==> config.mk <==
export PLATFORM = sky130hd
export DESIGN_NAME = rsh_filter
export DESIGN_NICKNAME = d
export VERILOG_FILES = /design/src/hw/rtl/rsh_pkg.sv /design/src/hw/rtl/rsh_filter.sv
export VERILOG_INCLUDE_DIRS = /design/src /design/src/hw/rtl
export SDC_FILE = /design/constraint.sdc
export NUM_CORES = 1
export LEC_CHECK = 0
export BUFFER_PORTS_ARGS = -buffer_cell sky130_fd_sc_hd__clkbuf_2
export CAP_MARGIN = 20
export CORE_ASPECT_RATIO = 1.25
export CORE_MARGIN = 5
export CORE_UTILIZATION = 62
export CTS_CLUSTER_SIZE = 24
export DETAILED_ROUTE_END_ITERATION = 16
export HOLD_SLACK_MARGIN = 0.02
export PLACE_DENSITY = 0.91
export SETUP_SLACK_MARGIN = 0.15
export SLEW_MARGIN = 10
export SYNTH_ARGS = -nofsm -noshare
export SYNTH_HDL_FRONTEND = slang
export SYNTH_SLANG_ARGS = --single-unit
==> constraint.sdc <==
create_clock -name clk_i -period 13.8 [get_ports clk_i]
set_input_delay 2.07 -clock clk_i [delete_from_list [all_inputs] [get_ports clk_i]]
set_output_delay 2.07 -clock clk_i [all_outputs]
set_load 0.05 [all_outputs]
==> src/hw/rtl/rgb_sharpen_3x3_clamped_edges_defines.svh <==
// Assertion macros shared by the sharpening filter RTL.
// Both sample on clk_i; the first is masked while rst_ni is low.
`ifndef RGB_SHARPEN_3X3_CLAMPED_EDGES_DEFINES_SVH
`define RGB_SHARPEN_3X3_CLAMPED_EDGES_DEFINES_SVH

// Check a property outside reset.
`define RSH_ASSERT(lbl, prop, msg) \
  lbl: assert property (@(posedge clk_i) disable iff (!rst_ni) (prop)) else $error(msg);

// Check a property at every edge, reset included.
`define RSH_ASSERT_ALWAYS(lbl, prop, msg) \
  lbl: assert property (@(posedge clk_i) (prop)) else $error(msg);

`endif

==> src/hw/rtl/rsh_pkg.sv <==
`default_nettype none

package rsh_pkg;

  // Configuration port layout
  localparam int unsigned CFG_IDX_W   = 2;
  localparam int unsigned CFG_DATA_W  = 13;
  localparam int unsigned IMG_W_REG_W = 11;
  localparam int unsigned IMG_H_REG_W = 13;

  localparam logic [CFG_IDX_W-1:0] CFG_IMAGE_WIDTH  = 2'd0;
  localparam logic [CFG_IDX_W-1:0] CFG_IMAGE_HEIGHT = 2'd1;

  // Three row banks rotate: row y lives in bank y mod 3
  localparam int unsigned NUM_BANKS = 3;
  typedef logic [1:0] bank_t;
  localparam bank_t BANK_0 = 2'd0;
  localparam bank_t BANK_1 = 2'd1;
  localparam bank_t BANK_2 = 2'd2;

  typedef struct packed {
    logic [7:0] red;
    logic [7:0] green;
    logic [7:0] blue;
  } pix_t;

  // One vertical column of the 3x3 window
  typedef struct packed {
    pix_t top;
    pix_t mid;
    pix_t bot;
  } col_t;

  // Per-word control carried from the counters into the filter stage
  typedef struct packed {
    logic  emit;
    logic  last;
    logic  first_col;
    logic  last_col;
    logic  top_clamp;
    logic  bot_clamp;
    bank_t mid_bank;
    bank_t top_bank;
  } tag_t;

  // Line buffer strobes
  typedef struct packed {
    logic  wr_en;
    logic  rd_en;
    bank_t wr_bank;
  } mem_ctl_t;

  typedef logic [8:0][7:0] taps_t;

  localparam int unsigned CENTRE_TAP = 4;

  function automatic bank_t bank_next(bank_t b);
    case (b)
      BANK_0:  bank_next = BANK_1;
      BANK_1:  bank_next = BANK_2;
      default: bank_next = BANK_0;
    endcase
  endfunction

  function automatic bank_t bank_prev(bank_t b);
    case (b)
      BANK_1:  bank_prev = BANK_0;
      BANK_2:  bank_prev = BANK_1;
      default: bank_prev = BANK_2;
    endcase
  endfunction

  // Nine at the centre, minus one for each neighbour, clamped to a byte
  function automatic logic [7:0] sharpen_chan(taps_t taps);
    logic signed [12:0] acc;
    acc = $signed({2'b00, taps[CENTRE_TAP], 3'b000}) + $signed({5'b00000, taps[CENTRE_TAP]});
    for (int i = 0; i < 9; i++) begin
      if (i != CENTRE_TAP) begin
        acc = acc - $signed({5'b00000, taps[i]});
      end
    end
    if (acc < 13'sd0) begin
      sharpen_chan = 8'h00;
    end else if (acc > 13'sd255) begin
      sharpen_chan = 8'hFF;
    end else begin
      sharpen_chan = acc[7:0];
    end
  endfunction

  function automatic pix_t sharpen(col_t l, col_t c, col_t r);
    pix_t  px [9];
    taps_t tr;
    taps_t tg;
    taps_t tb;
    pix_t  res;
    px = '{l.top, l.mid, l.bot, c.top, c.mid, c.bot, r.top, r.mid, r.bot};
    for (int i = 0; i < 9; i++) begin
      tr[i] = px[i].red;
      tg[i] = px[i].green;
      tb[i] = px[i].blue;
    end
    res.red   = sharpen_chan(tr);
    res.green = sharpen_chan(tg);
    res.blue  = sharpen_chan(tb);
    sharpen = res;
  endfunction

endpackage

`default_nettype wire

==> src/hw/rtl/rsh_filter.sv <==
`default_nettype none

module rsh_filter (
  input  logic          clk_i,
  input  logic          rst_ni,
  input  logic          take_i,
  input  rsh_pkg::tag_t tag_i,
  input  rsh_pkg::pix_t pix_i,
  input  rsh_pkg::pix_t bank_rd_i [rsh_pkg::NUM_BANKS],
  output logic          ready_o,
  output logic          out_valid_o,
  input  logic          out_ready_i,
  output rsh_pkg::pix_t out_pix_o,
  output logic          frame_last_o
);
  import rsh_pkg::*;
  `include "rgb_sharpen_3x3_clamped_edges_defines.svh"

  logic s1_valid_q, s1_valid_d, s1_adv;
  tag_t s1_tag_q;
  pix_t s1_pix_q;
  col_t win_l_q, win_c_q, cur_col, left_col, right_col;
  pix_t mid_rd, top_rd, result, out_pix_q;
  logic out_valid_q, out_valid_d, frame_last_q;

  function automatic pix_t bank_sel(bank_t b, pix_t rd [NUM_BANKS]);
    case (b)
      BANK_1:  bank_sel = rd[1];
      BANK_2:  bank_sel = rd[2];
      default: bank_sel = rd[0];
    endcase
  endfunction

  // Stage moves on unless its result finds the output word still occupied
  assign s1_adv  = s1_valid_q && (!s1_tag_q.emit || !out_valid_q || out_ready_i);
  assign ready_o = !s1_valid_q || s1_adv;

  // Build the newest column, replicating the top and bottom rows at the edges
  assign mid_rd = bank_sel(s1_tag_q.mid_bank, bank_rd_i);
  assign top_rd = bank_sel(s1_tag_q.top_bank, bank_rd_i);
  always_comb begin
    cur_col.mid = mid_rd;
    cur_col.top = s1_tag_q.top_clamp ? mid_rd : top_rd;
    cur_col.bot = s1_tag_q.bot_clamp ? mid_rd : s1_pix_q;
  end

  // Replicate the side columns at the row ends
  assign left_col  = s1_tag_q.first_col ? win_c_q : win_l_q;
  assign right_col = s1_tag_q.last_col ? win_c_q : cur_col;
  assign result    = sharpen(left_col, win_c_q, right_col);

  always_comb begin
    s1_valid_d = s1_valid_q;
    if (take_i) begin
      s1_valid_d = 1'b1;
    end else if (s1_adv) begin
      s1_valid_d = 1'b0;
    end
    out_valid_d = out_valid_q;
    if (s1_adv && s1_tag_q.emit) begin
      out_valid_d = 1'b1;
    end else if (out_ready_i) begin
      out_valid_d = 1'b0;
    end
  end

  always_ff @(posedge clk_i or negedge rst_ni) begin
    if (!rst_ni) begin
      s1_valid_q  <= 1'b0;
      out_valid_q <= 1'b0;
    end else begin
      s1_valid_q  <= s1_valid_d;
      out_valid_q <= out_valid_d;
    end
  end

  // Capture the input word, shift the window, load the output word
  always_ff @(posedge clk_i) begin
    if (take_i) begin
      s1_tag_q <= tag_i;
      s1_pix_q <= pix_i;
    end
    if (s1_adv) begin
      win_l_q <= win_c_q;
      win_c_q <= cur_col;
      if (s1_tag_q.emit) begin
        out_pix_q    <= result;
        frame_last_q <= s1_tag_q.last;
      end
    end
  end

  assign out_valid_o  = out_valid_q;
  assign out_pix_o    = out_pix_q;
  assign frame_last_o = frame_last_q;

  `RSH_ASSERT_ALWAYS(a_reset_empty, !rst_ni |=> !out_valid_q && !s1_valid_q, "pipeline not empty in reset")
  `RSH_ASSERT(a_no_overrun, take_i |-> !s1_valid_q || s1_adv, "word taken over a held stage")
  `RSH_ASSERT(a_emit_lands, s1_adv && s1_tag_q.emit |=> out_valid_q && (frame_last_q == $past(s1_tag_q.last)), "result lost on way to output")
  `RSH_ASSERT(a_last_corner, s1_valid_q && s1_tag_q.last |-> s1_tag_q.emit && s1_tag_q.last_col && s1_tag_q.bot_clamp, "frame end off the bottom right corner")

endmodule

`default_nettype wire

== Word level (Yosys, flattened, before mapping) ==
Cells that the tools add are included.
Word-level totals
  register bits: 205
Operators by class
  reductions and logical operators: 11
  muxes and demuxes: 13
  eq/ne operators: 4
  add/subtract/negate cells: 27
  order comparisons: 6
Operator list (number)
  $sub 13x9->13: 21
  $mux 72: 2
  $pmux 24 s2: 2
  $mux 24: 2
  $gt 13x9->1 const B: 3
  $lt 13x1->1 const B: 3
  $sub 12x8->13: 3
  $add 11x8->12: 3
  $mux 8: 3
  $eq 2x1->1 const B: 2
  $eq 2x2->1 const B: 2
  $mux 1: 4
  $reduce_bool 2->1: 2
  $logic_not 1->1: 3
  $logic_or 1x1->1: 3
  $logic_and 1x1->1: 2
  $reduce_and 2->1: 1

== Logic depth before layout (Yosys ltp) ==
  depth after elaboration: 11
  gate-level depth with buffers: 26
  mapped depth without buffers: 24

== Worst setup path after synthesis ==
No wires, ideal clock.
  kind: in2reg
  start: input out_ready_i
  end: register win_c_q[0] (netlist bit) (enable)
  data required time: 12.932 ns
  library setup time: 0.868 ns
  arrival: 12.534 ns
  slack: 0.397 ns
  stages: 2
  cells stage by stage: nor2b_1 a21boi_0
Between the ends
  longest elaborated chain between the ends: 2
RTL lines
  from (decl): line rsh_filter.sv:12  | input logic out_ready_i,
  $logic_or 1x1->1: line rsh_filter.sv:35  | assign s1_adv = s1_valid_q && (!s1_tag_q.emit || !out_valid_q || out_ready_i);
  $logic_and 1x1->1: line rsh_filter.sv:35
  via s1_adv: line rsh_filter.sv:19  | logic s1_valid_q, s1_valid_d, s1_adv;
  to (signal assigned): line rsh_filter.sv:85  | win_c_q <= cur_col;
  to (decl): line rsh_filter.sv:22  | col_t win_l_q, win_c_q, cur_col, left_col, right_col;
The timed path passes the listed nets, and every way through them passes these cells.
A chain may end at the register's enable or synchronous reset.

==> impl_metrics.ini <==
[worst_hold_path]
whs_endpoint = frame_last_o$_DFFE_PP_
min_path_cells = 0
min_path_type = reg -> reg
worstHoldStart = s1_tag_q[8]$_DFFE_PP_

[setup_path]
r2r-start = s1_tag_q[6]$_DFFE_PP_
rr_worst_depth = 16
required_ns = 14.03
path_max_fanout = 8
timing.rr.end = out_pix_o[1]$_SDFFCE_PN0P_
startpoint_type = input port
crit_type = in -> reg
reg2reg_slack_ns = 6.92
cp-end-kind = register
arrival_ns = 7.50

[detailed_routing]
drt_first_pass_iters = 5
drt_iter0_drc = 834
drc_errors = 0
routedWlPerCell_um = 20.3
num_vias = 11000
detail-route-antenna-nets = 0
wl_um = 37100
viasPerCell = 6.01

[global_route]
grt_first_pass_wirelength_um = 60900
grt.total_usage = 0.257
grt_util_met2 = 0.457
grt_pass1_vias = 12200
grt_antenna_before_repair = 1
grt_busiest_layer = met2
grt_overflow_total = 0
grt_start_max_net_pins = 79
met3_usage = 0.0358
met1_usage = 0.315

[sta]
whs_ns = 0.430
max_freq_ghz = 0.137
rsz0062_at_grt = false
setup_viol = 0
drv_slew = 0
hold_viol = 0
period_share = 0.527
slew_headroom = 0.245
worstMarginPinSlew_ns = 1.13
fin_crit_ns = 7.27
finalSetupTns_ns = 0
skew_ns = 0.0261

[synthesis]
synth_top_cells_by_area = edfxtp_1 (38%), fa_1 (23%), mux2_2 (6.4%), ha_1 (5.6%), inv_1 (5.5%)
synth_edf_count = 203
ys.flop_type = edfxtp_1
synthTopCellsByCount = inv_1 (236), edfxtp_1 (203), fa_1 (186)
ys_seq_elements = 205
syn_inst = 1345
ys_types = 56
synth.top_cell.area_share = 0.375
synth-async-reset-ratio = 0.00976
syn_avg_cell_area_um2 = 12.1
synth.most_common_cell = inv_1
syn_nets = 1714
ys.warnings.count = 0
synth_top_cell_by_area = edfxtp_1
synth_area_um2 = 16300
yosysSeqAreaShare = 0.378

[clock_network]
cts_hold_buf = 0
cts_resized = 0
clk_latency_ns = 0.53
cts_buffers = 23
cts-root-buf = clkbuf_16
htreeDepth = 1
post_cts_buffers = 0
clkTransAtPathRegs_ns = 0.06
cts_buffer_depth = 3
cts_tree = done
clkSinkCount = 205

[floorplanning]
die_y_um = 191
core_area_um2 = 25900
std_cell_rows = 66
ios = 137
initial_core_util = 0.627
dieArea_um2 = 29600
die_x_um = 155

[finish]
fin_area_um2 = 18200
drive_gt1_frac = 0.199
nNetsFinal = 1836
final_cells = 1825
fillers = 1706
area_delta_synth_final_pct = 11.8

[place]
dp_hpwl_um = 26500
dpl.cell_count = 1781
place_area_um2 = 17200
gp_congestion = 0.917
numPortBuffers = 136

[job]
max-cap-violations = 0

[run_status]
outcome = finished, final reports clean
-- area by class of cell --
| class | instances | area, um^2 | area share |
|---|---|---|---|
| diodes | 1 | 2.50 | 0.000138 |
| clock buffers | 28 | 624 | 0.0344 |
| clock inverters | 14 | 274 | 0.0151 |
| inverters | 236 | 886 | 0.0488 |
| multi-input cells | 851 | 9010 | 0.496 |
| flip-flops and latches | 205 | 6150 | 0.338 |
| well taps | 340 | 425 | 0.0234 |
| repair buffers | 150 | 793 | 0.0437 |
-- stage by stage --
| stage | utilization | worst slack, ns |
|---|---|---|
| finish | 0.700 | 6.53 |
| detailed placement | 0.665 | 6.09 |
| global route | 0.700 | 6.14 |
| floorplan | - | 0.397 |
| CTS | 0.700 | 6.55 |
| global placement | 0.665 | 6.30 |
-- critical path: stages --
cell and delay (ns):
clkbuf_2 0.09, a22oi_1 0.18, o21ai_1 0.17, nand2_1 0.15, o21ai_1 0.10, mux2_2 0.30, fa_1 0.48, fa_1 0.55
inv_1 0.05, fa_1 0.48, fa_1 0.51, inv_1 0.05, fa_1 0.48, inv_1 0.04, ha_1 0.37, a21oi_1 0.28
o211ai_1 0.25, o31a_1 0.34, nor4_4 0.41, a21oi_1 0.15
-- logic make-up after synthesis --
group | after synthesis | synth area share
DFF | 205 | 0.378
and+or+nand+nor | 145 | 0.0416
buffers and inverters | 289 | 0.0681
xor gates and xnor gates | 29 | 0.0156
muxes | 172 | 0.113
AOI/OAI and AO/OA | 246 | 0.0981
adders and majority gates | 259 | 0.285
-- sequential cells by signal, indices dropped and copies added, names as in the netlist --
| register | count |
|---|---|
| s1_pix_q | 24 |
| frame_last_o | 1 |
| s1_tag_q | 10 |
| win_l_q | 72 |
| s1_valid_q | 1 |
| out_pix_o | 24 |
| out_valid_o | 1 |
| win_c_q | 72 |
-- placed cells by master, fill, tap and decap left out, types with 5 or more instances in the layout --
cell,instances
a21o_1,14
a21oi_1,62
a22oi_1,49
a31oi_1,9
and3_1,6
buf_4,13
bufinv_16,8
clkbuf_16,23
clkbuf_2,136
edfxtp_1,203
fa_1,186
ha_1,73
inv_1,236
mux2_2,93
mux2i_1,79
nand2_1,67
nand3_1,8
nor2_1,37
nor3_1,5
o21ai_0,10
o21ai_1,54
o21bai_1,5
o31a_1,11
xnor2_1,18
xor2_1,11
-- layer usage --
metal,vias to the layer above,part of all wire
li1,4856,-
met1,5475,0.36
met2,527,0.52
met3,114,0.074
met4,0,0.044
met5,-,0
-- how the worst max path moves through the flow --
| stage | end | start |
|---|---|---|
| after global routing | out_pix_o[1]$_SDFFCE_PN0P_ | bank_rd_i[5] |
| final | out_pix_o[1]$_SDFFCE_PN0P_ | bank_rd_i[5] |
| after global placement | out_pix_o[6]$_SDFFCE_PN0P_ | bank_rd_i[5] |
| after CTS | out_pix_o[1]$_SDFFCE_PN0P_ | bank_rd_i[5] |
| after floorplan | win_c_q[0]$_DFFE_PP_ | out_ready_i |
| after detailed placement | out_pix_o[1]$_SDFFCE_PN0P_ | bank_rd_i[5] |
Power is not shown: default switching activity piles up to over one toggle a cycle in this logic, so the estimate is an artifact.
