$ cat src/hw/rtl/rgb_sharpen_3x3_clamped_edges_defines.svh
// Assertion macros shared by the sharpening filter RTL.
// Both sample on clk_i; the first is masked while rst_ni is low.
`ifndef RGB_SHARPEN_3X3_CLAMPED_EDGES_DEFINES_SVH
`define RGB_SHARPEN_3X3_CLAMPED_EDGES_DEFINES_SVH

// Check a property outside reset.
`define RSH_ASSERT(lbl, prop, msg) \
  lbl: assert property (@(posedge clk_i) disable iff (!rst_ni) (prop)) else $error(msg);

// Check a property at every edge, reset included.
`define RSH_ASSERT_ALWAYS(lbl, prop, msg) \
  lbl: assert property (@(posedge clk_i) (prop)) else $error(msg);

`endif

$ cat src/hw/rtl/rsh_pkg.sv
`default_nettype none

package rsh_pkg;

  // Configuration port layout
  localparam int unsigned CFG_IDX_W   = 2;
  localparam int unsigned CFG_DATA_W  = 13;
  localparam int unsigned IMG_W_REG_W = 11;
  localparam int unsigned IMG_H_REG_W = 13;

  localparam logic [CFG_IDX_W-1:0] CFG_IMAGE_WIDTH  = 2'd0;
  localparam logic [CFG_IDX_W-1:0] CFG_IMAGE_HEIGHT = 2'd1;

  // Three row banks rotate: row y lives in bank y mod 3
  localparam int unsigned NUM_BANKS = 3;
  typedef logic [1:0] bank_t;
  localparam bank_t BANK_0 = 2'd0;
  localparam bank_t BANK_1 = 2'd1;
  localparam bank_t BANK_2 = 2'd2;

  typedef struct packed {
    logic [7:0] red;
    logic [7:0] green;
    logic [7:0] blue;
  } pix_t;

  // One vertical column of the 3x3 window
  typedef struct packed {
    pix_t top;
    pix_t mid;
    pix_t bot;
  } col_t;

  // Per-word control carried from the counters into the filter stage
  typedef struct packed {
    logic  emit;
    logic  last;
    logic  first_col;
    logic  last_col;
    logic  top_clamp;
    logic  bot_clamp;
    bank_t mid_bank;
    bank_t top_bank;
  } tag_t;

  // Line buffer strobes
  typedef struct packed {
    logic  wr_en;
    logic  rd_en;
    bank_t wr_bank;
  } mem_ctl_t;

  typedef logic [8:0][7:0] taps_t;

  localparam int unsigned CENTRE_TAP = 4;

  function automatic bank_t bank_next(bank_t b);
    case (b)
      BANK_0:  bank_next = BANK_1;
      BANK_1:  bank_next = BANK_2;
      default: bank_next = BANK_0;
    endcase
  endfunction

  function automatic bank_t bank_prev(bank_t b);
    case (b)
      BANK_1:  bank_prev = BANK_0;
      BANK_2:  bank_prev = BANK_1;
      default: bank_prev = BANK_2;
    endcase
  endfunction

  // Nine at the centre, minus one for each neighbour, clamped to a byte
  function automatic logic [7:0] sharpen_chan(taps_t taps);
    logic signed [12:0] acc;
    acc = $signed({2'b00, taps[CENTRE_TAP], 3'b000}) + $signed({5'b00000, taps[CENTRE_TAP]});
    for (int i = 0; i < 9; i++) begin
      if (i != CENTRE_TAP) begin
        acc = acc - $signed({5'b00000, taps[i]});
      end
    end
    if (acc < 13'sd0) begin
      sharpen_chan = 8'h00;
    end else if (acc > 13'sd255) begin
      sharpen_chan = 8'hFF;
    end else begin
      sharpen_chan = acc[7:0];
    end
  endfunction

  function automatic pix_t sharpen(col_t l, col_t c, col_t r);
    pix_t  px [9];
    taps_t tr;
    taps_t tg;
    taps_t tb;
    pix_t  res;
    px = '{l.top, l.mid, l.bot, c.top, c.mid, c.bot, r.top, r.mid, r.bot};
    for (int i = 0; i < 9; i++) begin
      tr[i] = px[i].red;
      tg[i] = px[i].green;
      tb[i] = px[i].blue;
    end
    res.red   = sharpen_chan(tr);
    res.green = sharpen_chan(tg);
    res.blue  = sharpen_chan(tb);
    sharpen = res;
  endfunction

endpackage

`default_nettype wire

$ cat src/hw/rtl/rsh_ctrl.sv
`default_nettype none

module rsh_ctrl #(
  parameter int unsigned  MaxWidth  = 1024,
  parameter int unsigned  MaxHeight = 4096,
  localparam int unsigned XW = $clog2(MaxWidth + 1),
  localparam int unsigned YW = $clog2(MaxHeight + 1),
  localparam int unsigned AW = (MaxWidth > 1) ? $clog2(MaxWidth) : 1
) (
  input  logic                             clk_i,
  input  logic                             rst_ni,
  input  logic                             cfg_valid_i,
  input  logic [rsh_pkg::CFG_IDX_W-1:0]    cfg_index_i,
  input  logic [rsh_pkg::CFG_DATA_W-1:0]   cfg_data_i,
  input  logic                             in_valid_i,
  input  logic                             ready_i,
  output logic                             take_o,
  output rsh_pkg::tag_t                    tag_o,
  output rsh_pkg::mem_ctl_t                mem_ctl_o,
  output logic [AW-1:0]                    mem_addr_o
);
  import rsh_pkg::*;

  logic [XW-1:0] eff_w_q, eff_w_d, in_x_q, in_x_d, out_x_q, out_x_d, w_last;
  logic [YW-1:0] eff_h_q, eff_h_d, in_y_q, in_y_d, out_y_q, out_y_d, h_last;
  bank_t         bank_q, bank_d;
  logic          take, cfg_we, in_pix, emit, last;
  logic [IMG_W_REG_W-1:0] raw_w;
  logic [IMG_H_REG_W-1:0] raw_h;

  assign take   = in_valid_i && ready_i;
  assign take_o = take;
  assign raw_w  = cfg_data_i[IMG_W_REG_W-1:0];
  assign raw_h  = cfg_data_i[IMG_H_REG_W-1:0];

  // Decode register writes, clamp the frame size to the supported range
  always_comb begin
    eff_w_d = eff_w_q;
    eff_h_d = eff_h_q;
    cfg_we  = 1'b0;
    if (cfg_valid_i) begin
      case (cfg_index_i)
        CFG_IMAGE_WIDTH: begin
          cfg_we = 1'b1;
          if (raw_w == '0) begin
            eff_w_d = XW'(1);
          end else if (32'(raw_w) > 32'(MaxWidth)) begin
            eff_w_d = XW'(MaxWidth);
          end else begin
            eff_w_d = XW'(raw_w);
          end
        end
        CFG_IMAGE_HEIGHT: begin
          cfg_we = 1'b1;
          if (raw_h == '0) begin
            eff_h_d = YW'(1);
          end else if (32'(raw_h) > 32'(MaxHeight)) begin
            eff_h_d = YW'(MaxHeight);
          end else begin
            eff_h_d = YW'(raw_h);
          end
        end
        default: ;
      endcase
    end
  end

  // Position flags for the word at the input
  assign w_last = eff_w_q - XW'(1);
  assign h_last = eff_h_q - YW'(1);
  assign in_pix = (in_y_q != eff_h_q);
  assign emit   = (in_y_q > YW'(1)) || ((in_y_q == YW'(1)) && (in_x_q != '0));
  assign last   = emit && (out_y_q == h_last) && (out_x_q == w_last);

  always_comb begin
    tag_o.emit      = emit;
    tag_o.last      = last;
    tag_o.first_col = (out_x_q == '0);
    tag_o.last_col  = (out_x_q == w_last);
    tag_o.top_clamp = (in_y_q == YW'(1));
    tag_o.bot_clamp = (in_y_q == eff_h_q);
    tag_o.mid_bank  = bank_prev(bank_q);
    tag_o.top_bank  = bank_next(bank_q);
  end

  // Drain words past the last column read a harmless address
  assign mem_addr_o        = (in_x_q < eff_w_q) ? in_x_q[AW-1:0] : '0;
  assign mem_ctl_o.wr_en   = take && in_pix;
  assign mem_ctl_o.rd_en   = take;
  assign mem_ctl_o.wr_bank = bank_q;

  // Advance the input and output raster positions
  always_comb begin
    in_x_d  = in_x_q;
    in_y_d  = in_y_q;
    out_x_d = out_x_q;
    out_y_d = out_y_q;
    bank_d  = bank_q;
    if (cfg_we || (take && last)) begin
      in_x_d  = '0;
      in_y_d  = '0;
      out_x_d = '0;
      out_y_d = '0;
      bank_d  = BANK_0;
    end else if (take) begin
      if (in_pix && (in_x_q == w_last)) begin
        in_x_d = '0;
        in_y_d = in_y_q + YW'(1);
        bank_d = bank_next(bank_q);
      end else begin
        in_x_d = in_x_q + XW'(1);
      end
      if (emit) begin
        if (out_x_q == w_last) begin
          out_x_d = '0;
          out_y_d = out_y_q + YW'(1);
        end else begin
          out_x_d = out_x_q + XW'(1);
        end
      end
    end
  end

  always_ff @(posedge clk_i or negedge rst_ni) begin
    if (!rst_ni) begin
      eff_w_q <= XW'(1);
      eff_h_q <= YW'(1);
      in_x_q  <= '0;
      in_y_q  <= '0;
      out_x_q <= '0;
      out_y_q <= '0;
      bank_q  <= BANK_0;
    end else begin
      eff_w_q <= eff_w_d;
      eff_h_q <= eff_h_d;
      in_x_q  <= in_x_d;
      in_y_q  <= in_y_d;
      out_x_q <= out_x_d;
      out_y_q <= out_y_d;
      bank_q  <= bank_d;
    end
  end

endmodule

`default_nettype wire

$ cat config.mk
export PLATFORM = sky130hd
export DESIGN_NAME = rsh_ctrl
export DESIGN_NICKNAME = d
export VERILOG_FILES = /design/src/hw/rtl/rgb_sharpen_3x3_clamped_edges_defines.svh /design/src/hw/rtl/rsh_pkg.sv /design/src/hw/rtl/rsh_ctrl.sv
export SDC_FILE = /design/constraint.sdc
export NUM_CORES = 1
export LEC_CHECK = 0
export BUFFER_PORTS_ARGS = -buffer_cell sky130_fd_sc_hd__buf_2
export CAP_MARGIN = 40
export CORE_ASPECT_RATIO = 0.75
export CORE_MARGIN = 3
export CORE_UTILIZATION = 55
export CTS_CLUSTER_DIAMETER = 60
export DETAILED_ROUTE_END_ITERATION = 7
export GPL_ROUTABILITY_DRIVEN = 1
export GPL_TIMING_DRIVEN = 0
export PLACE_DENSITY = 0.74
export RECOVER_POWER = 25
export SLEW_MARGIN = 20
export SYNTH_ARGS = -nofsm -noshare
export SYNTH_HDL_FRONTEND = slang
export SYNTH_SLANG_ARGS = --single-unit
$ cat constraint.sdc
create_clock -name clk_i -period 4.7 [get_ports clk_i]
set_input_delay 0.235 -clock clk_i [delete_from_list [all_inputs] [get_ports clk_i]]
set_output_delay 0.235 -clock clk_i [all_outputs]
set_load 0.05 [all_outputs]
======== After elaboration in Yosys (flattened, before gate mapping) ========
Index checks and enable logic that the tools add are counted.
cells by class
  add/subtract/negate cells ............... 6
  magnitude comparators ................... 4
  multiplexer cells ....................... 26
  reduce and logical (&&, ||, !) cells .... 25
  eq/ne operators ......................... 9
operator list
  operator                                              count
  two-way mux 13 bit                                    9
  two-way mux 11 bit                                    9
  adder 13 x 1 -> 13 bit (second input constant)        2
  == test 13 bit                                        2
  adder 11 x 1 -> 11 bit (second input constant)        2
  == test 11 bit                                        2
  logical NOT 11 bit                                    2
  == test 13 x 1 -> 1 bit (second input constant)       1
  > comparator 13 x 1 -> 1 bit (second input constant)  1
  > comparator 13 bit (second input constant)           1
  logical NOT 13 bit                                    1
  inequality test 13 bit                                1
  subtractor 13 x 1 -> 13 bit (second input constant)   1
  > comparator 11 bit (second input constant)           1
  less-than comparator 11 bit                           1
  nonzero test 11 bit                                   1
  subtractor 11 x 1 -> 11 bit (second input constant)   1
  two-way mux 10 bit                                    1
  case mux 2 bit (2 select lines)                       2
  AND reduction 2 bit                                   4
  nonzero test 2 bit                                    4
  logical AND 1 bit                                     7
  two-way mux 2 bit                                     3
  == test 2 x 1 -> 1 bit (second input constant)        2
  other kinds (6)                                       9
storage, ports and cells
  output and inout bits ................... 25
  input bits .............................. 20
  register bits ........................... 74
  word-level logic and storage cells ...... 77

======== Logic depth before layout (Yosys ltp) ========
Gate-level depths: netlist of run 1.
  depth after elaboration ................. 9
  depth in mapped cells ................... 12
  depth with buffers taken out ............ 10

======== Least setup slack after synthesis of run 1 ========
OpenSTA, ideal clock, no wires.
  kind .................................... register -> output
  from .................................... register eff_w_q[1]
  to ...................................... output tag_o[8] (netlist name)
  arrival ................................. 2817 ps
  data required time ...................... 4465 ps
  buffers on the path ..................... 3
  slack ................................... 1648 ps
  cell stages (with the launch flop) ...... 12
  cells stage by stage .................... dfrtp_1 > inv_1 > ha_1 > or4b_4 > buf_6 > a211oi_1 > o311a_1 > nand4_2 > nor2_4 > buf_2 > and4b_1 > buf_4
RTL lines
  what                    line             text
  from (decl)             rsh_ctrl.sv:24   logic [XW-1:0] eff_w_q, eff_w_d, in_x_q, in_x_d, out_x_q, out_x_d, w_last;
  from (signal assigned)  rsh_ctrl.sv:134  eff_w_q <= eff_w_d;
  to (decl)               rsh_ctrl.sv:18   output rsh_pkg::tag_t tag_o,

======== Worst setup path in the final report of run 1 ========
  from .................................... register eff_w_q[0]
  to ...................................... output tag_o[8] (netlist name)
between the ends
  word-level cells in the longest chain between the ends .. 3
RTL lines
  what                         line            text
  subtractor 11 x 1 -> 11 bit  rsh_ctrl.sv:69  assign w_last = eff_w_q - XW'(1);
  == test 11 bit               rsh_ctrl.sv:73  assign last = emit && (out_y_q == h_last) && (out_x_q == w_last);
  logical AND 1 bit            rsh_ctrl.sv:73
No other way between the ends.

==> results of run 1 <==
-- critical path, cell delays in order (launching register included) --
cell and delay [ns]:
dfstp_2 0.63, inv_1 0.06, ha_1 0.29, or4b_4 0.24, buf_6 0.12, nor3_1 0.05, o41ai_1 0.38, nand4_1 0.36
nor2_4 0.30, buf_2 0.29, and4b_1 0.24, buf_4 0.10, buf_2 0.24
-- repair_timing --
| action | CTS | global route |
|---|---|---|
| hold endpoints to repair | 22 | 0 |
| resized for setup | 0 | 0 |
| hold buffers | 1 | 0 |
-- state kept, by name (all words and copies together), names as in the netlist --
name,flops
eff_h_q,13
out_y_q,13
eff_w_q,11
in_x_q,11
bank_q,2
out_x_q,11
in_y_q,13
-- layout make-up --
| cell class | count | area (um2) | area share (%) |
|---|---|---|---|
| clock inverter | 7 | 70.1 | 1.12 |
| clock buffer | 9 | 225 | 3.60 |
| inverter | 36 | 135 | 2.16 |
| timing repair buffer | 48 | 268 | 4.28 |
| multi-input combinational | 477 | 3360 | 53.7 |
| tap | 132 | 165 | 2.64 |
| sequential | 74 | 1850 | 29.6 |
| buffer | 35 | 178 | 2.84 |
-- logic make-up after synthesis --
logic type / count (synthesis) / share of synthesized area, %
AND/OR/NAND/NOR: 275 / 28.2
adder cells (fa/ha/maj): 25 / 5.57
multiplexers: 7 / 1.31
XOR/XNOR: 81 / 14.3
flip-flops: 74 / 33.5
AO/OA/AOI/OAI: 89 / 11.4
buffers and inverters: 71 / 5.66
-- metrics by stage --
stage	cell area, um2	setup WS (ns)	hold slack [ns]	cells
floorplan	5530	1.65	-0.0606	622
global placement	5910	1.27	0.506	798
detailed placement	5960	1.24	0.162	801
CTS	6260	0.857	0.150	818
global route	6260	0.671	0.160	818
finish	6260	0.814	0.157	818
-- worst paths after layout --
check                           depth (start not counted)                     end
worst max-delay path                                   12                tag_o[8]
worst min-delay path                                    2  eff_h_q[1]$_DFFE_PN0P_
worst max register to register                         10  out_y_q[6]$_DFFE_PN0P_
worst min register to register                          2  eff_w_q[0]$_DFFE_PN1P_
max in group asynchronous                               3  eff_h_q[0]$_DFFE_PN1P_
min in group asynchronous                               2   in_x_q[7]$_DFFE_PN0P_
-- cell usage in the layout (no fill, tap or decap), types with 23 or more instances in the layout --
master,count
xnor2_1,42
nand2_1,49
dfrtp_1,72
nand2b_1,23
clkbuf_1,24
buf_2,47
xor2_1,33
ha_1,23
nor2_1,55
inv_1,36
-- power groups by stage --
stage / registers (mW) / logic, mW / clock network, mW
global route: 0.777 / 0.964 / 0.721
finish: 0.771 / 0.889 / 0.690
detailed placement: 0.779 / 0.869 / 0
floorplan: 0.754 / 0.669 / 0
global placement: 0.777 / 0.835 / 0
CTS: 0.768 / 0.879 / 0.700
-- per-layer routing --
metal | GRT usage (%) | routed length, um
met1 | 38.5 | 6950
met2 | 41.5 | 6670
met3 | 6.65 | 1210
met4 | 9.24 | 318
met5 | 0 | 0
==> flow_summary.json, run 1 <==
{
  "cts-buffers-inserted": 9,
  "grt_max_degree": 53,
  "ctsHtreeMaxLevel": 3,
  "overflow": 0,
  "start_util_pct": 56.8,
  "nFillCells": 839,
  "synth_area_per_cell_um2": 8.89,
  "internal_power_mw": 1.43,
  "ant_nets": 0,
  "crit_start": "eff_w_q[0]$_DFFE_PN1P_",
  "syn_to_final_growth_pct": 13.2,
  "power.switching_mw": 0.916,
  "cp_data_required_time_ns": 4.47,
  "yosys.area.top_type_share_pct": 32.6,
  "reg2reg_slack_ns": 0.92,
  "tns_ns": 0,
  "swShare_pct": 39.0,
  "finalHoldViolCount": 0,
  "vias_per_cell": 6.13,
  "fp.dieArea_um2": 11300,
  "synth-seq-cells": 74,
  "syn_area_um2": 5530,
  "clkTransAtPathRegs_ns": 0.06,
  "fin_crit_sh_pct": 82.7,
  "synth_edf_count": 0,
  "cts_tree": "yes",
  "core_um2": 9740,
  "status": "complete, no violations",
  "cts.sinks": 74,
  "diodes": 0,
  "crit_path_end_kind": "output port",
  "min_from": "cfg_data_i[1]",
  "cap_violations": 0,
  "worstSetupPathType": "reg2out",
  "p_clk_share_pct": 29.4,
  "yosysSeqAreaShare_pct": 33.5,
  "finalClockSkew_ns": 0.00810,
  "cts_setup_buffers": 0,
  "drt_pass1_iterations": 6,
  "rsz0062_at_grt": "no",
  "peakVddDrop_v": 0.000313,
  "worstSkewPairLatency_ns": 0.35,
  "drc": 0,
  "grt_first_pass_wirelength_um": 24300,
  "routabilityCongestion": 0.988,
  "io_pins": 45,
  "final_util_pct": 64.3,
  "die-height_um": 92.8,
  "yosys.area.top_type": "dfrtp_1",
  "p_per_area_nw_per_um2": 375,
  "final_max_slew_viol_count": 0,
  "antenna_found_initial": 0,
  "arrival_ns": 3.65,
  "leakage_nw": 2.73,
  "final_nets": 724,
  "yosys-top-cells-area": "dfrtp_1, xnor2_1, xor2_1",
  "wirelength_um": 15100,
  "io_buffers": 44,
  "postSynthCellCount": 622,
  "synth-async-reset-ratio_pct": 100,
  "synthTopCellsByCount": "dfrtp_1, nor2_1, nand2_1, xnor2_1, inv_1",
  "dr.first_iter.drc_count": 484,
  "layout-drive-gt1-share_pct": 14.6,
  "fp.dieW_um": 122,
  "synth_ff_type": "dfrtp_1",
  "rows": 31,
  "slew-limit-headroom_pct": 7.44,
  "power_frac_seq_pct": 32.8,
  "yosysMostFrequentCell": "dfrtp_1",
  "synth_cell_types": 71,
  "setup_viol": 0,
  "grt_pass1_vias": 4757,
  "p_total_mw": 2.35,
  "fmax_mhz": 257,
  "cts_buffer_depth": 2,
  "start_kind": "flop",
  "crit-reg2reg-launch": "eff_h_q[3]$_DFFE_PN0P_",
  "vias": 5017,
  "synth_nets": 665,
  "cts_root_buffer": "clkbuf_16",
  "hp-class": "in2reg",
  "tightest_slew_ns": 1.39,
  "fin_crit_ns": 3.89,
  "yosys_warnings": 0,
  "combPwrFrac_pct": 37.8,
  "routedWlPerCell_um": 18.5,
  "grt_usage_pct": 27.4,
  "path_max_fanout": 10,
  "hpwlAfterDp_um": 11300
}
No activity file was read; power rests on OpenSTA's default activity.
==> inputs of run 2 (changes only) <==
--- a/config.mk
+++ b/config.mk
@@ -14,7 +14,7 @@
 export DETAILED_ROUTE_END_ITERATION = 7
 export GPL_ROUTABILITY_DRIVEN = 1
 export GPL_TIMING_DRIVEN = 0
-export PLACE_DENSITY = 0.74
+export PLACE_DENSITY = 0.77
 export RECOVER_POWER = 25
 export SLEW_MARGIN = 20
 export SYNTH_ARGS = -nofsm -noshare
==> constraint.sdc (replaced) <==
create_clock -name clk_i -period 3.5 [get_ports clk_i]
set_input_delay 0.175 -clock clk_i [delete_from_list [all_inputs] [get_ports clk_i]]
set_output_delay 0.175 -clock clk_i [all_outputs]
set_load 0.05 [all_outputs]
==> flow_summary.json, run 2 (same netlist as run 1, synthesis figures left out) <==
{
  "dr.first_iter.drc_count": 492,
  "start_kind": "flop",
  "crit_buf_inv": 5,
  "final_max_slew_viol_count": 0,
  "routabilityCongestion": 1.03,
  "stdcell_count": 820,
  "final_nets": 726,
  "tns_ns": 0,
  "peakVddDrop_v": 0.000344,
  "core_um2": 9740,
  "cts_root_buffer": "clkbuf_16",
  "path_max_fanout": 10,
  "io_pins": 45,
  "fin_crit_ns": 3.38,
  "hpwlAfterDp_um": 11300,
  "cp_data_required_time_ns": 3.32,
  "place_ws_ns": 0.0198,
  "rows": 31,
  "finalHoldViolCount": 0,
  "overflow": 0,
  "cp_cell_sequence": "inv_1 > ha_4 > or4b_4 > buf_6 > nor3_1 > o41ai_1 > nand4_1 > nor2_4 > buf_4 > and4b_1 > buf_4 > clkbuf_4",
  "slowest_stage": "dfstp_2",
  "routedWlPerCell_um": 18.3,
  "crit_start": "eff_w_q[0]$_DFFE_PN1P_",
  "cts_tree": "yes",
  "vias": 5021,
  "final_area_um2": 6320,
  "drt_pass1_iterations": 5,
  "crit-reg2reg-launch": "eff_h_q[0]$_DFFE_PN1P_",
  "p_total_mw": 3.21,
  "fin_crit_sh_pct": 96.5,
  "slew-limit-headroom_pct": 3.06,
  "worstSkewPairLatency_ns": 0.35,
  "antenna_found_initial": 0,
  "setup_viol": 0,
  "start_util_pct": 56.8,
  "diodes": 0,
  "grt_pass1_vias": 4782,
  "grt_first_pass_wirelength_um": 24300,
  "critical-path-max-stage-delay_ns": 0.62,
  "cts-buffers-inserted": 9,
  "fmax_mhz": 296,
  "fp.dieArea_um2": 11300,
  "wirelength_um": 15000,
  "arrival_ns": 3.20,
  "critical-path-top-delay-family": "simple AND/OR/NAND/NOR gates",
  "grt_usage_pct": 27.5,
  "leakage_nw": 2.75,
  "ctsHtreeMaxLevel": 3,
  "layout_setup_ws_ns": 0.124,
  "die-height_um": 92.8,
  "clkTransAtPathRegs_ns": 0.06,
  "finalClockSkew_ns": 0.0101,
  "p_per_area_nw_per_um2": 508,
  "final_cell_mix": "dfrtp_1, nor2_1, nand2_1",
  "ant_nets": 0,
  "crit_path_end_kind": "output port",
  "tightest_slew_ns": 1.45,
  "place_area_um2": 5960,
  "place_inst": 801,
  "rsz0062_at_grt": "no",
  "min_from": "cfg_data_i[6]",
  "layout-drive-gt1-share_pct": 15.4,
  "cap_violations": 0,
  "multi_input_area_um2": 3410,
  "grt_max_degree": 60,
  "layout_commonest_cell": "dfrtp_1",
  "drc": 0,
  "hp-class": "in2reg",
  "crit_top_cell": "buf_4",
  "hold-worst-slack_ns": 0.0923,
  "worstSetupPathType": "reg2out",
  "cts_buffer_depth": 2,
  "final_util_pct": 64.9,
  "syn_to_final_growth_pct": 14.3,
  "vias_per_cell": 6.12,
  "largestRegisters": "eff_h_q: 13 flops, in_y_q: 13 flops, out_y_q: 13 flops",
  "cts.sinks": 74,
  "status": "complete, no violations",
  "io_buffers": 44,
  "fp.dieW_um": 122,
  "area.sequential_um2": 1850,
  "nFillCells": 807
}
-- run 2: changes by cell type in the layout (fill, tap and decap cells not counted), sizes merged --
cell      change
inv           +1
clkinvlp      -2
clkbuf        +4
clkinv        -1
-- run 2: worst reg2reg max path: stages, from the launching register on --
cell	delay, ns
dfstp_2	0.61
inv_1	0.08
ha_1	0.22
xnor3_1	0.37
nand3_1	0.08
or3_1	0.40
or4_1	0.43
nor2_2	0.18
nand4_4	0.26
nand2_4	0.25
buf_2	0.27
nor2_1	0.08
-- run 2: path summary, 6_finish.rpt --
path,depth (start not counted),end,slack (ns)
worst max-delay path,12,tag_o[8],0.12
worst min-delay path,2,eff_h_q[6]$_DFFE_PN0P_,0.09
worst max register to register,11,out_y_q[5]$_DFFE_PN0P_,0.16
worst min register to register,2,eff_h_q[0]$_DFFE_PN1P_,0.55
max in group asynchronous,3,out_y_q[7]$_DFFE_PN0P_,1.06
min in group asynchronous,2,in_x_q[7]$_DFFE_PN0P_,0.49
-- run 2: cell type report --
| class | count | area share (%) |
|---|---|---|
| Tap cell | 132 | 2.61 |
| Clock inverter | 5 | 0.990 |
| Clock buffer | 11 | 3.84 |
| Inverter | 36 | 2.14 |
| Multi-Input combinational cell | 477 | 54.1 |
| Sequential cell | 74 | 29.4 |
| Buffer | 35 | 2.85 |
| Timing Repair Buffer | 50 | 4.16 |
-- run 2: report_power, final --
| part | switching, mW | leakage, nW | internal, mW |
|---|---|---|---|
| Clock | 0.374 | 0.142 | 0.575 |
| Sequential | 0.106 | 0.996 | 0.929 |
| Combinational | 0.760 | 1.61 | 0.462 |
-- run 2: per-layer routing --
layer / GRT usage (%) / up-vias / part of all wire (%)
li1: - / 2333 / -
met1: 39.2 / 2469 / 45
met2: 42.2 / 194 / 46
met3: 6.04 / 25 / 7.7
met4: 7.65 / 0 / 1.5
met5: 0 / - / 0
-- run 2: what timing repair did --
| action | CTS | global route |
|---|---|---|
| cloned | 0 | 0 |
| buffers inserted | 2 | 0 |
| pin swaps | 2 | 0 |
| hold buffers | 1 | 0 |
| hold endpoints to repair | 15 | 0 |
| setup endpoints to repair | 2 | 45 |
| gates resized for setup | 2 | 9 |
==> inputs of run 3 (changes only) <==
--- a/config.mk
+++ b/config.mk
@@ -14,7 +14,7 @@
 export DETAILED_ROUTE_END_ITERATION = 7
 export GPL_ROUTABILITY_DRIVEN = 1
 export GPL_TIMING_DRIVEN = 0
-export PLACE_DENSITY = 0.77
+export PLACE_DENSITY = 0.74
 export RECOVER_POWER = 25
 export SLEW_MARGIN = 20
 export SYNTH_ARGS = -nofsm -noshare
==> constraint.sdc (replaced) <==
create_clock -name clk_i -period 3.13 [get_ports clk_i]
set_input_delay 0.1565 -clock clk_i [delete_from_list [all_inputs] [get_ports clk_i]]
set_output_delay 0.1565 -clock clk_i [all_outputs]
set_load 0.05 [all_outputs]
==> flow_summary.json, run 3 (same netlist as run 1, synthesis figures left out) <==
{
  "status": "complete, no violations",
  "layout_commonest_cell": "dfrtp_1",
  "fp.dieW_um": 122,
  "start_kind": "flop",
  "layout_setup_ws_ns": 0.0656,
  "cts.sinks": 74,
  "tightest_slew_ns": 1.31,
  "io_pins": 45,
  "tns_ns": 0,
  "grt_max_degree": 53,
  "setup_viol": 0,
  "final_nets": 740,
  "cts-buffers-inserted": 9,
  "final_max_slew_viol_count": 0,
  "worstSkewPairLatency_ns": 0.35,
  "routedWlPerCell_um": 19.2,
  "largestRegisters": "eff_h_q: 13 flops, in_y_q: 13 flops, out_y_q: 13 flops",
  "overflow": 0,
  "io_buffers": 44,
  "leakage_nw": 2.86,
  "arrival_ns": 3.28,
  "start_util_pct": 56.8,
  "crit_path_end_kind": "flop",
  "clkTransAtPathRegs_ns": 0.07,
  "wirelength_um": 16000,
  "cp_data_required_time_ns": 3.34,
  "cts_root_buffer": "clkbuf_16",
  "fmax_mhz": 326,
  "finalHoldViolCount": 0,
  "hpwlAfterDp_um": 11300,
  "dr.first_iter.drc_count": 447,
  "syn_to_final_growth_pct": 19.4,
  "p_per_area_nw_per_um2": 555,
  "reg2reg_slack_ns": 0.07,
  "layout-drive-gt1-share_pct": 19.8,
  "hold-worst-slack_ns": 0.0770,
  "grt_first_pass_wirelength_um": 24900,
  "cap_violations": 0,
  "diodes": 0,
  "slew-limit-headroom_pct": 12.8,
  "core_um2": 9740,
  "cts_tree": "yes",
  "rows": 31,
  "die-height_um": 92.8,
  "antenna_found_initial": 0,
  "fp.dieArea_um2": 11300,
  "path_max_fanout": 7,
  "finalClockSkew_ns": 0.00777,
  "fin_crit_sh_pct": 97.9,
  "place_ws_ns": -0.320,
  "fin_crit_ns": 3.06,
  "drt_pass1_iterations": 5,
  "peakVddDrop_v": 0.000469,
  "grt_usage_pct": 28.3,
  "drc": 0,
  "vias": 5123,
  "final_cell_mix": "dfrtp_1, nor2_1, nand2_1",
  "worstSetupPathType": "reg2reg",
  "cts_buffer_depth": 2,
  "ant_nets": 0,
  "vias_per_cell": 6.14,
  "ctsHtreeMaxLevel": 3,
  "hp-class": "in2reg",
  "routabilityCongestion": 0.988,
  "grt_pass1_vias": 4848
}
## run 3: changes by cell type in the layout (fill, tap and decap cells not counted), sizes merged
cell / previous run / this run
buf: 58 / 66
clkbuf: 37 / 41
clkinvlp: 2 / 4
clkinv: 1 / 2
inv: 37 / 36
## run 3: repair_timing
item,in CTS,in global routing
pin swaps,7,12
resized for setup,17,35
endpoints found under the setup margin,53,53
setup buffers,7,12
hold buffers,1,0
endpoints found under the hold margin,22,0
## run 3: final cells by class
cell class / instances / area (um2)
clock inverter: 7 / 70.1
multi-input combinational: 477 / 3530
fill: 786 / 3140
buffer: 32 / 171
clock buffer: 9 / 225
timing repair buffer: 67 / 444
inverter: 36 / 135
sequential: 74 / 1860
tap: 132 / 165
## run 3: layer usage
layer | track usage (%) | wire length [um] | part of all wire [%] | up-vias
met5 | 0 | 0 | 0 | -
met4 | 8.68 | 376 | 2.4 | 0
met3 | 6.53 | 1210 | 7.6 | 35
met2 | 43.5 | 7140 | 45 | 233
met1 | 39.7 | 7250 | 45 | 2515
li1 | - | - | - | 2340
## run 3: path summary, 6_finish.rpt
check	startpoint	end	cells after the start
min	cfg_data_i[1]	eff_h_q[1]$_DFFE_PN0P_	2
max	eff_h_q[2]$_DFFE_PN0P_	in_x_q[3]$_DFFE_PN0P_	9
min reg2reg	eff_w_q[0]$_DFFE_PN1P_	eff_w_q[0]$_DFFE_PN1P_	2
min in group asynchronous	rst_ni	in_x_q[7]$_DFFE_PN0P_	2
max in group asynchronous	rst_ni	in_x_q[1]$_DFFE_PN0P_	3
max reg2reg	eff_h_q[2]$_DFFE_PN0P_	in_x_q[3]$_DFFE_PN0P_	9
## run 3: metrics by stage
stage               total power [mW]  utilization (%)  cells  area (um2)
detailed placement              2.47             61.2    801        5960
floorplan                       2.14                -    622        5530
global placement                2.42             60.8    798        5910
finish                          3.67             67.8    834        6600
global route                    3.83             67.8    834        6600
CTS                             3.58             65.8    825        6410
## run 3: power by group
group / internal, mW / leakage (nW) / switching [mW]
clock: 0.614 / 0.133 / 0.431
combinational: 0.556 / 1.74 / 0.901
sequential: 1.04 / 0.995 / 0.123
## run 3: worst max-delay path, stage by stage (launching register included)
cell	delay (ns)
dfrtp_1	0.35
clkbuf_1	0.24
nor3_2	0.43
xnor2_1	0.13
or3_4	0.40
or4_4	0.44
nor2_4	0.16
nand4_4	0.25
a41oi_1	0.38
o22ai_1	0.15
